===== src/design/assert_macros.svh =====
// assertion macros shared by the design files
`ifndef ASSERT_MACROS_SVH
`define ASSERT_MACROS_SVH

// same-cycle implication
`define ASSERT_IMPLIES(label, clk, rst, ante, cons) \
   label: assert property (@(posedge clk) disable iff (rst) (ante) |-> (cons)) \
      else $error("assertion failed");

// next-cycle implication
`define ASSERT_NEXT(label, clk, rst, ante, cons) \
   label: assert property (@(posedge clk) disable iff (rst) (ante) |=> (cons)) \
      else $error("assertion failed");

`endif


===== src/design/nmea_td_pkg.sv =====
// types, constants and helpers for the nmea time and date extractor
package nmea_td_pkg;

   localparam int HistDepth  = 10;
   localparam int DigitCount = 6;

   localparam logic [7:0] Comma     = 8'h2C;
   localparam logic [7:0] Dot       = 8'h2E;
   localparam logic [7:0] DigitZero = 8'h30;

   localparam logic [3:0] MaxComma      = 4'd15;
   localparam logic [3:0] TimeCommaPrev = 4'd1;
   localparam logic [3:0] DateCommaPrev = 4'd9;

   localparam logic [6:0] MaxPos      = 7'd127;
   localparam logic [6:0] TimeNearPos = 7'd10;
   localparam logic [6:0] TimeFarPos  = 7'd11;
   localparam logic [6:0] DateBadPos  = 7'd6;

   typedef struct packed {
      logic [7:0] sentence_byte;
      logic       first_byte;
      logic       last_byte;
      logic       cmd;
   } req_type;

   typedef struct packed {
      logic [7:0] hour_code;
      logic [7:0] minute_code;
      logic [7:0] second_code;
      logic [7:0] day_code;
      logic [7:0] month_code;
      logic [7:0] year_code;
      logic       time_taken;
      logic       date_taken;
   } rsp_type;

   typedef logic [DigitCount-1:0][7:0] digits_type;

   typedef struct packed {
      digits_type time_digits;
      digits_type date_digits;
      logic       time_seen;
      logic       date_seen;
   } snap_type;

   function automatic logic [7:0] pair_code(input logic [7:0] hi, input logic [7:0] lo);
      logic [7:0] h;
      logic [7:0] l;
      h = hi - DigitZero;
      l = lo - DigitZero;
      return {h[3:0], 4'b0000} + l;
   endfunction

endpackage


===== src/design/nmea_td_input_reg.sv =====
// input register holding one request ahead of the parser
`include "assert_macros.svh"

module nmea_td_input_reg (
   input  logic                 clock,
   input  logic                 reset,
   input  logic                 req_valid,
   output logic                 req_stall,
   input  nmea_td_pkg::req_type req_data,
   input  logic                 hold,
   output logic                 step,
   output nmea_td_pkg::req_type item
);

   logic                 valid_ff;
   logic                 valid_in;
   nmea_td_pkg::req_type data_ff;
   logic                 accept;

   assign step      = valid_ff && !hold;
   assign req_stall = valid_ff && hold;
   assign accept    = req_valid && !req_stall;
   assign item      = data_ff;

   always_comb begin
      valid_in = valid_ff;
      if (accept) begin
         valid_in = 1'b1;
      end else if (step) begin
         valid_in = 1'b0;
      end
   end

   always_ff @(posedge clock) begin
      if (reset) begin
         valid_ff <= 1'b0;
      end else begin
         valid_ff <= valid_in;
      end
   end

   always_ff @(posedge clock) begin
      if (accept) begin
         data_ff <= req_data;
      end
   end

   `ASSERT_IMPLIES(a_no_overrun, clock, reset, accept, !valid_ff || step)
   `ASSERT_NEXT(a_held_item_stays, clock, reset, valid_ff && hold, valid_ff)

endmodule


===== src/design/nmea_td_parser.sv =====
// sentence state: history, comma count, position and latched digits
`include "assert_macros.svh"

module nmea_td_parser (
   input  logic                  clock,
   input  logic                  reset,
   input  logic                  step,
   input  nmea_td_pkg::req_type  item,
   output nmea_td_pkg::snap_type snap
);

   logic [nmea_td_pkg::HistDepth-1:0][7:0] hist_ff, hist_in, hist_cur;
   logic [3:0]                             count_ff, count_in, count_cur;
   logic [6:0]                             pos_ff, pos_in, pos_cur;
   logic                                   mode_ff, mode_in, mode_cur;
   nmea_td_pkg::digits_type                time_ff, time_in;
   nmea_td_pkg::digits_type                date_ff, date_in;
   logic                                   tseen_ff, tseen_in, tseen_cur;
   logic                                   dseen_ff, dseen_in, dseen_cur;
   logic                                   is_comma;

   always_comb begin
      if (item.first_byte) begin
         hist_cur  = '0;
         count_cur = '0;
         pos_cur   = '0;
         mode_cur  = item.cmd;
         tseen_cur = 1'b0;
         dseen_cur = 1'b0;
      end else begin
         hist_cur  = hist_ff;
         count_cur = count_ff;
         pos_cur   = pos_ff;
         mode_cur  = mode_ff;
         tseen_cur = tseen_ff;
         dseen_cur = dseen_ff;
      end

      is_comma = (item.sentence_byte == nmea_td_pkg::Comma)
                 && (count_cur != nmea_td_pkg::MaxComma);

      time_in  = time_ff;
      date_in  = date_ff;
      tseen_in = tseen_cur;
      dseen_in = dseen_cur;
      count_in = is_comma ? count_cur + 4'd1 : count_cur;

      if (is_comma && count_cur == nmea_td_pkg::TimeCommaPrev) begin
         if (hist_cur[2] == nmea_td_pkg::Dot) begin
            if (pos_cur >= nmea_td_pkg::TimeNearPos) begin
               for (int i = 0; i < nmea_td_pkg::DigitCount; i++) begin
                  time_in[i] = hist_cur[nmea_td_pkg::HistDepth-2-i];
               end
               tseen_in = 1'b1;
            end
         end else if (hist_cur[3] == nmea_td_pkg::Dot) begin
            if (pos_cur >= nmea_td_pkg::TimeFarPos) begin
               for (int i = 0; i < nmea_td_pkg::DigitCount; i++) begin
                  time_in[i] = hist_cur[nmea_td_pkg::HistDepth-1-i];
               end
               tseen_in = 1'b1;
            end
         end
      end else if (is_comma && count_cur == nmea_td_pkg::DateCommaPrev && mode_cur) begin
         if (hist_cur[0] != nmea_td_pkg::Comma && pos_cur != nmea_td_pkg::DateBadPos) begin
            for (int i = 0; i < nmea_td_pkg::DigitCount; i++) begin
               date_in[i] = hist_cur[nmea_td_pkg::DigitCount-1-i];
            end
            dseen_in = 1'b1;
         end
      end

      hist_in = {hist_cur[nmea_td_pkg::HistDepth-2:0], item.sentence_byte};
      pos_in  = (pos_cur == nmea_td_pkg::MaxPos) ? pos_cur : pos_cur + 7'd1;
      mode_in = mode_cur;
   end

   assign snap.time_digits = time_in;
   assign snap.date_digits = date_in;
   assign snap.time_seen   = tseen_in;
   assign snap.date_seen   = dseen_in;

   always_ff @(posedge clock) begin
      if (reset) begin
         hist_ff  <= '0;
         count_ff <= '0;
         pos_ff   <= '0;
         mode_ff  <= 1'b0;
         time_ff  <= '0;
         date_ff  <= '0;
         tseen_ff <= 1'b0;
         dseen_ff <= 1'b0;
      end else if (step) begin
         hist_ff  <= hist_in;
         count_ff <= count_in;
         pos_ff   <= pos_in;
         mode_ff  <= mode_in;
         time_ff  <= time_in;
         date_ff  <= date_in;
         tseen_ff <= tseen_in;
         dseen_ff <= dseen_in;
      end
   end

   `ASSERT_NEXT(a_pos_saturates, clock, reset,
      step && !item.first_byte && pos_ff == nmea_td_pkg::MaxPos,
      pos_ff == nmea_td_pkg::MaxPos)

endmodule


===== src/design/nmea_td_output.sv =====
// result register with digit-pair encoding
`include "assert_macros.svh"

module nmea_td_output (
   input  logic                  clock,
   input  logic                  reset,
   input  logic                  load,
   input  nmea_td_pkg::snap_type snap,
   output logic                  rsp_valid,
   input  logic                  rsp_stall,
   output nmea_td_pkg::rsp_type  rsp_data
);

   logic                 valid_ff;
   logic                 valid_in;
   nmea_td_pkg::rsp_type data_ff;
   nmea_td_pkg::rsp_type data_in;

   always_comb begin
      data_in.hour_code   = nmea_td_pkg::pair_code(snap.time_digits[0], snap.time_digits[1]);
      data_in.minute_code = nmea_td_pkg::pair_code(snap.time_digits[2], snap.time_digits[3]);
      data_in.second_code = nmea_td_pkg::pair_code(snap.time_digits[4], snap.time_digits[5]);
      data_in.day_code    = nmea_td_pkg::pair_code(snap.date_digits[0], snap.date_digits[1]);
      data_in.month_code  = nmea_td_pkg::pair_code(snap.date_digits[2], snap.date_digits[3]);
      data_in.year_code   = nmea_td_pkg::pair_code(snap.date_digits[4], snap.date_digits[5]);
      data_in.time_taken  = snap.time_seen;
      data_in.date_taken  = snap.date_seen;
   end

   always_comb begin
      valid_in = valid_ff;
      if (load) begin
         valid_in = 1'b1;
      end else if (valid_ff && !rsp_stall) begin
         valid_in = 1'b0;
      end
   end

   always_ff @(posedge clock) begin
      if (reset) begin
         valid_ff <= 1'b0;
      end else begin
         valid_ff <= valid_in;
      end
   end

   always_ff @(posedge clock) begin
      if (load) begin
         data_ff <= data_in;
      end
   end

   assign rsp_valid = valid_ff;
   assign rsp_data  = data_ff;

   `ASSERT_IMPLIES(a_no_overwrite, clock, reset, load, !(valid_ff && rsp_stall))
   `ASSERT_NEXT(a_valid_after_load, clock, reset, load, valid_ff)

endmodule


===== src/design/nmea_time_date_extractor_top.sv =====
// a request is registered in the input register, then parsed; a last-byte result is registered in the output register
// throughput: one request per cycle unless a last-byte request is held, set by the single-pass parser update
// a last-byte request waits in the input register while an earlier result is stalled
// reset is synchronous and active high; history, counters and digits clear to zero
// the first byte of a sentence clears history, counts and flags before it is parsed
module nmea_time_date_extractor_top (
   input  logic                 clock,
   input  logic                 reset,
   input  logic                 req_valid,
   output logic                 req_stall,
   input  nmea_td_pkg::req_type req_data,
   output logic                 rsp_valid,
   input  logic                 rsp_stall,
   output nmea_td_pkg::rsp_type rsp_data
);

   nmea_td_pkg::req_type  item;
   nmea_td_pkg::snap_type snap;
   logic                  step;
   logic                  hold;

   assign hold = item.last_byte && rsp_valid && rsp_stall;

   nmea_td_input_reg u_input (
      .clock     (clock),
      .reset     (reset),
      .req_valid (req_valid),
      .req_stall (req_stall),
      .req_data  (req_data),
      .hold      (hold),
      .step      (step),
      .item      (item)
   );

   nmea_td_parser u_parser (
      .clock (clock),
      .reset (reset),
      .step  (step),
      .item  (item),
      .snap  (snap)
   );

   nmea_td_output u_output (
      .clock     (clock),
      .reset     (reset),
      .load      (step && item.last_byte),
      .snap      (snap),
      .rsp_valid (rsp_valid),
      .rsp_stall (rsp_stall),
      .rsp_data  (rsp_data)
   );

endmodule

===== config.mk =====
export PLATFORM = sky130hd
export DESIGN_NAME = nmea_time_date_extractor_top
export DESIGN_NICKNAME = d
export VERILOG_FILES = /design/src/design/nmea_td_pkg.sv /design/src/design/nmea_td_input_reg.sv /design/src/design/nmea_td_parser.sv /design/src/design/nmea_td_output.sv /design/src/design/nmea_time_date_extractor_top.sv
export VERILOG_INCLUDE_DIRS = /design/src /design/src/design
export SDC_FILE = /design/constraint.sdc
export NUM_CORES = 1
export LEC_CHECK = 0
export ABC_AREA = 1
export BUFFER_PORTS_ARGS = -buffer_cell sky130_fd_sc_hd__buf_2
export CAP_MARGIN = 30
export CORE_MARGIN = 3
export CORE_UTILIZATION = 30
export CTS_BUF_LIST = sky130_fd_sc_hd__clkbuf_4
export CTS_CLUSTER_SIZE = 40
export DETAILED_ROUTE_END_ITERATION = 12
export HOLD_SLACK_MARGIN = 0.06
export PLACE_DENSITY = 0.51
export SETUP_SLACK_MARGIN = 0.3
export SYNTH_ARGS = -nofsm -noshare
export SYNTH_HDL_FRONTEND = slang
export SYNTH_SLANG_ARGS = --single-unit

===== constraint.sdc =====
create_clock -name clock -period 12 [get_ports clock]
set_clock_uncertainty 0.05 [all_clocks]
set_input_delay 0 -clock clock [delete_from_list [all_inputs] [get_ports clock]]
set_output_delay 0 -clock clock [all_outputs]
set_load 0.01 [all_outputs]

Word level (Yosys, flattened, before mapping) --
Cells that the tools add are included.
Cells by class: $lt $le $gt $ge 2, equal/unequal tests 9, reduce and logical (&&, ||, !) cells 17, add/subtract/negate cells 20, mux-type cells 28
Operators with widths (count):
- $mux W48 | 8
- $mux W80 | 1
- $add A8 B8 Y8 | 6
- $sub A8 B6 Y8 const B | 6
- $eq A8 B6 Y1 const B | 3
- $sub A4 B1 Y4 const B | 6
- $mux W1 | 15
- $ge A7 B4 Y1 const B | 2
- $mux W7 | 2
- $logic_and A1 B1 Y1 | 12
- $mux W4 | 2
- $ne A8 B6 Y1 const B | 1
- $add A7 B1 Y7 const B | 1
- $eq A7 B7 Y1 const B | 1
- $ne A7 B3 Y1 const B | 1
- $add A4 B1 Y4 const B | 1
- $eq A4 B1 Y1 const B | 1
- $eq A4 B4 Y1 const B | 1
- $ne A4 B4 Y1 const B | 1
- $reduce_bool A2 Y1 | 2
- $logic_not A1 Y1 | 3
Word-level totals: bits in registers 253, bits of input ports 15, word-level logic and storage cells 117, output and inout bits 52

Logic depth before layout (Yosys ltp) --
depth in word-level cells 9, gate-level depth with buffers 26

By module --
Synthesis repeated with hierarchy kept, for this count alone.
Unflattened totals: cells, all modules 1811, area, all modules 12652.1 um^2
Modules (own cells, without submodules):
- nmea_td_parser | instances 1, sequential area each 3803.6 um^2, cells an instance 1584, area each 9805.7 um^2
- nmea_td_output | instances 1, sequential area each 1521.5 um^2, cells an instance 203, area each 2441.1 um^2
- nmea_td_input_reg | instances 1, sequential area each 350.3 um^2, cells an instance 19, area each 384.1 um^2
- nmea_time_date_extractor_top | instances 1, sequential area each 0.0 um^2, cells an instance 5, area each 21.3 um^2

Worst setup path after synthesis --
OpenSTA, ideal clock, no wires.
path kind reg-to-reg, start register u_input.data_ff, in the netlist u_input.item[2], end register u_output.data_ff, in the netlist u_output.rsp_data[49], data pin, library setup time 0.249 ns, stages on the path, launching flop included 25, arrival 3.747 ns, data required time 11.701 ns, slack 7.954 ns, period minus slack after synthesis 4.046 ns, cell sequence edfxtp_1 > inv_2 > buf_6 > buf_2 > buf_1 > nand2_1 > inv_1 > ha_1 > nand3_1 > nand3_4 > nand3_1 > buf_2 > o21ai_0 > nand2_1 > nand2_1 > inv_1 > ha_1 > ha_1 > fa_1 > xnor2_1 > inv_1 > nand3_1 > nand3_1 > nand2_1 > inv_1
RTL lines:
- start, declared | RTL line nmea_td_input_reg.sv:17 | nmea_td_pkg::req_type data_ff;
- start signal, assigned | RTL line nmea_td_input_reg.sv:44 | data_ff <= req_data;
- end signal, assigned | RTL line nmea_td_output.sv:49 | data_ff <= data_in;
- end, declared | RTL line nmea_td_output.sv:16 | nmea_td_pkg::rsp_type data_ff;

==> impl_metrics.env <==
export IMPL_io_buffers=66
export IMPL_grt_pass1_wl_mm=45.9
export IMPL_tns_ps=0
export IMPL_die_w_um=194
export IMPL_drive_gt1_frac=0.136
export IMPL_cts_resized=0
export IMPL_area_growth_pct=17.2
export IMPL_netlist_instances=1387
export IMPL_ant_nets=0
export IMPL_wl_per_cell_um=14.0
export IMPL_cp_end_kind="flip-flop"
export IMPL_dr_first_iter_drc_count=542
export IMPL_r2r_start="u_input.item[2]"
export IMPL_cp_top_family="buffers and inverters"
export IMPL_fillers=3652
export IMPL_syn_area_um2=10700
export IMPL_yosys_warnings=0
export IMPL_grt_overflow=0
export IMPL_reg2regPathDepth=22
export IMPL_ys_seq_area_frac=0.480
export IMPL_drt_pass1_iterations=5
export IMPL_critPathRequiredTime_ps=12440
export IMPL_path_cells="buf_4 -> inv_2 -> buf_4 -> nand2_1 -> nor2_1 -> nand3_1 -> nand3_1 -> inv_1 -> nand2_1 -> o21ai_0 -> nand2_1 -> nand2_1 -> ha_1 -> inv_1 -> ha_1 -> fa_1 -> xnor2_1 -> inv_1 -> nand3_1 -> nand3_1 -> nand2_1 -> inv_1"
export IMPL_drt_total_wl_mm=27.8
export IMPL_post_cts_buffers=0
export IMPL_rsz0062_at_grt="no"
export IMPL_crit_path_frequent_cell="nand2_1"
export IMPL_cp_num_buf_inv=7
export IMPL_syn_nets=1436
export IMPL_htreeDepth=2
export IMPL_critPathMaxFanout=52
export IMPL_cts_root_buf="clkbuf_4"
export IMPL_min_path_type="in2reg"
export IMPL_worst_ep_arrival_time_ps=5220
export IMPL_finalHoldViolations=0
export IMPL_worst_path_max_delay_cell="nand3_1"
export IMPL_worst_slew_pin_transition_ps=888
export IMPL_max_clock_freq_mhz=209
export IMPL_clock_sinks=225
export IMPL_max_cap_violations=0
export IMPL_drc=0
export IMPL_nNetsFinal=1527
export IMPL_power_leakage_uw=0.00557
export IMPL_core_area_um2=34800
export IMPL_status="complete, no violations"
export IMPL_grt_use_total=0.146
export IMPL_clock_latency_ps=720
export IMPL_cts_reportedPaths_clkPinSlew_ps=70
export IMPL_dp_slack_ps=7240
export IMPL_worstSetupStartpoint="u_input.item[2]"
export IMPL_rrSetupSlack_ps=7220
export IMPL_synth_distinct_cells=40
export IMPL_antenna_found_initial=1
export IMPL_rows=68
export IMPL_setup_slack_ps=7220
export IMPL_gp_congestion=0.808
export IMPL_vias=9183
export IMPL_syn_mean_instance_area_um2=7.68
export IMPL_setup_viol=0
export IMPL_place_hpwl_mm=18.2
export IMPL_min_period_over_period=0.399
export IMPL_ios=67
export IMPL_grt_max_degree=108
export IMPL_ys_seq_elements=225
export IMPL_max_vdd_ir_drop_mv=0.0536
export IMPL_design_die_area_um2=37800
export IMPL_slew_headroom=0.406
export IMPL_grt_pass1_vias=8840
export IMPL_via_per_inst=4.63
export IMPL_slew_violations=0
export IMPL_slowest_delay_ps=630
export IMPL_worstSetupPathType="reg2reg"
export IMPL_startpoint_type="flip-flop"
export IMPL_tritoncts="done"
export IMPL_initial_core_util=0.306
export IMPL_clockBufferDepth=3
export IMPL_crit_end="u_output.rsp_data[33]"
export IMPL_numCtsBuffers=59
export IMPL_critical_path_depth=22
export IMPL_rr_endpoint="u_output.rsp_data[33]"
export IMPL_die_height_um=194
export IMPL_period_needed_ps=4780
export IMPL_powerDensity_nw_per_um2=141
[logic make-up after synthesis]
kind of cell	count (synthesis)	synth area share
compound gates	331	0.166
flops	225	0.480
simple gates	514	0.201
buf+inv	276	0.103
fa+ha+maj	34	0.0441
xor+xnor	7	0.00575
[final cells by class]
cell class              count  area, µm²  area share
repair buffers            106        763      0.0611
flip-flops and latches    225       5110       0.409
inverters                 200        753      0.0603
well taps                 455        569      0.0456
clock inverters             9       90.1     0.00721
diodes                      1       2.50    0.000200
multi-input cells         886       4450       0.356
clock buffers             100        751      0.0601
[cell usage in the layout, fill, tap and decap left out, drive strengths merged, types with 28 or more instances in the layout]
master,count
clkbuf,100
nor2,178
inv,199
nand2,251
a21oi,96
ha,28
nand3,48
dlygate4sd3,29
buf,77
o21ai,186
edfxtp,61
dfxtp,164
[worst min-delay path by stage]
| stage | start | to | slack [ps] | depth (start not counted) |
|---|---|---|---|---|
| after CTS | req_valid | u_input.item[2] | 270 | 4 |
| after floorplan | req_data[0] | u_input.item[0] | 50 | 0 |
| after global placement | req_data[1] | u_input.item[1] | 130 | 1 |
| final | req_valid | u_input.item[10] | 360 | 4 |
| after global routing | req_valid | u_input.item[1] | 350 | 4 |
| after detailed placement | req_data[8] | u_input.item[8] | 130 | 1 |
[state kept, by name, indices dropped and copies added, names as in the netlist]
register and cells:
u_parser.mode_ff 1, u_parser.date_ff 36, u_parser.hist_ff 76, u_parser.tseen_ff 1, u_parser.count_ff 4, u_output.rsp_valid 1
u_parser.dseen_ff 1, u_parser.pos_ff 7, u_input.item 11, u_parser.time_ff 36, u_input.valid_ff 1, u_output.rsp_data 50
[metal layers]
metal  wire (µm)  vias to the layer above  track usage
li1            -                     4721            -
met1       13400                     4242        0.196
met2       12600                      166        0.237
met3        1170                       54       0.0277
met4         681                        0       0.0519
met5           0                        -            0
[worst reg2reg max path, cell delays in order (launching register included)]
cell and delay (ps):
edfxtp_1 320, buf_4 470, inv_2 270, buf_4 330, nand2_1 130, nor2_1 50, nand3_1 110, nand3_1 630
inv_1 480, nand2_1 90, o21ai_0 90, nand2_1 80, nand2_1 100, ha_1 140, inv_1 40, ha_1 180
fa_1 390, xnor2_1 270, inv_1 90, nand3_1 90, nand3_1 70, nand2_1 60, inv_1 30
[power by group]
part	switching (µW)	internal (µW)	total, µW
Clock	317	414	731
Combinational	118	67.5	185
Sequential	18.1	827	845
[synth_stat cells (all sizes together)]
library cell | n | area (µm²)
nand3 | 48 | 273
nand4 | 11 | 68.8
nand2b | 1 | 6.26
clkbuf | 47 | 176
buf | 29 | 171
o21ai | 186 | 942
edfxtp | 61 | 1830
ha | 28 | 350
fa | 6 | 120
xnor2 | 3 | 26.3
clkinv | 1 | 3.75
a31oi | 5 | 31.3
xor2 | 4 | 35.0
o21a | 1 | 7.51
a21boi | 1 | 7.51
a211oi | 17 | 128
nor3 | 7 | 35.0
or2 | 13 | 81.3
dfxtp | 164 | 3280
o211ai | 8 | 60.1
a21oi | 96 | 484
o22ai | 17 | 106
nand2 | 251 | 952
nor2 | 178 | 691
nand3b | 5 | 37.5
inv | 199 | 747
[per-stage QoR]
step           utilization  hold slack [ps]  instances  power, µW  cell area, µm²
3_5_place_dp         0.326              128       1842       1040           11300
3_3_place_gp         0.324              130       1840       1040           11300
4_1_cts              0.358              269       1980       1790           12500
5_1_grt              0.359              347       1982       1860           12500
2_1_floorplan            -             48.9       1387        988           10700
6_report             0.359              362       1982       1760           12500
[timing repair]
| action | in CTS | in global routing |
|---|---|---|
| setup endpoints to repair | 0 | 0 |
| endpoints found under the hold margin | 92 | 0 |
| hold buffers | 29 | 0 |
(Power assumes the default switching activity.)
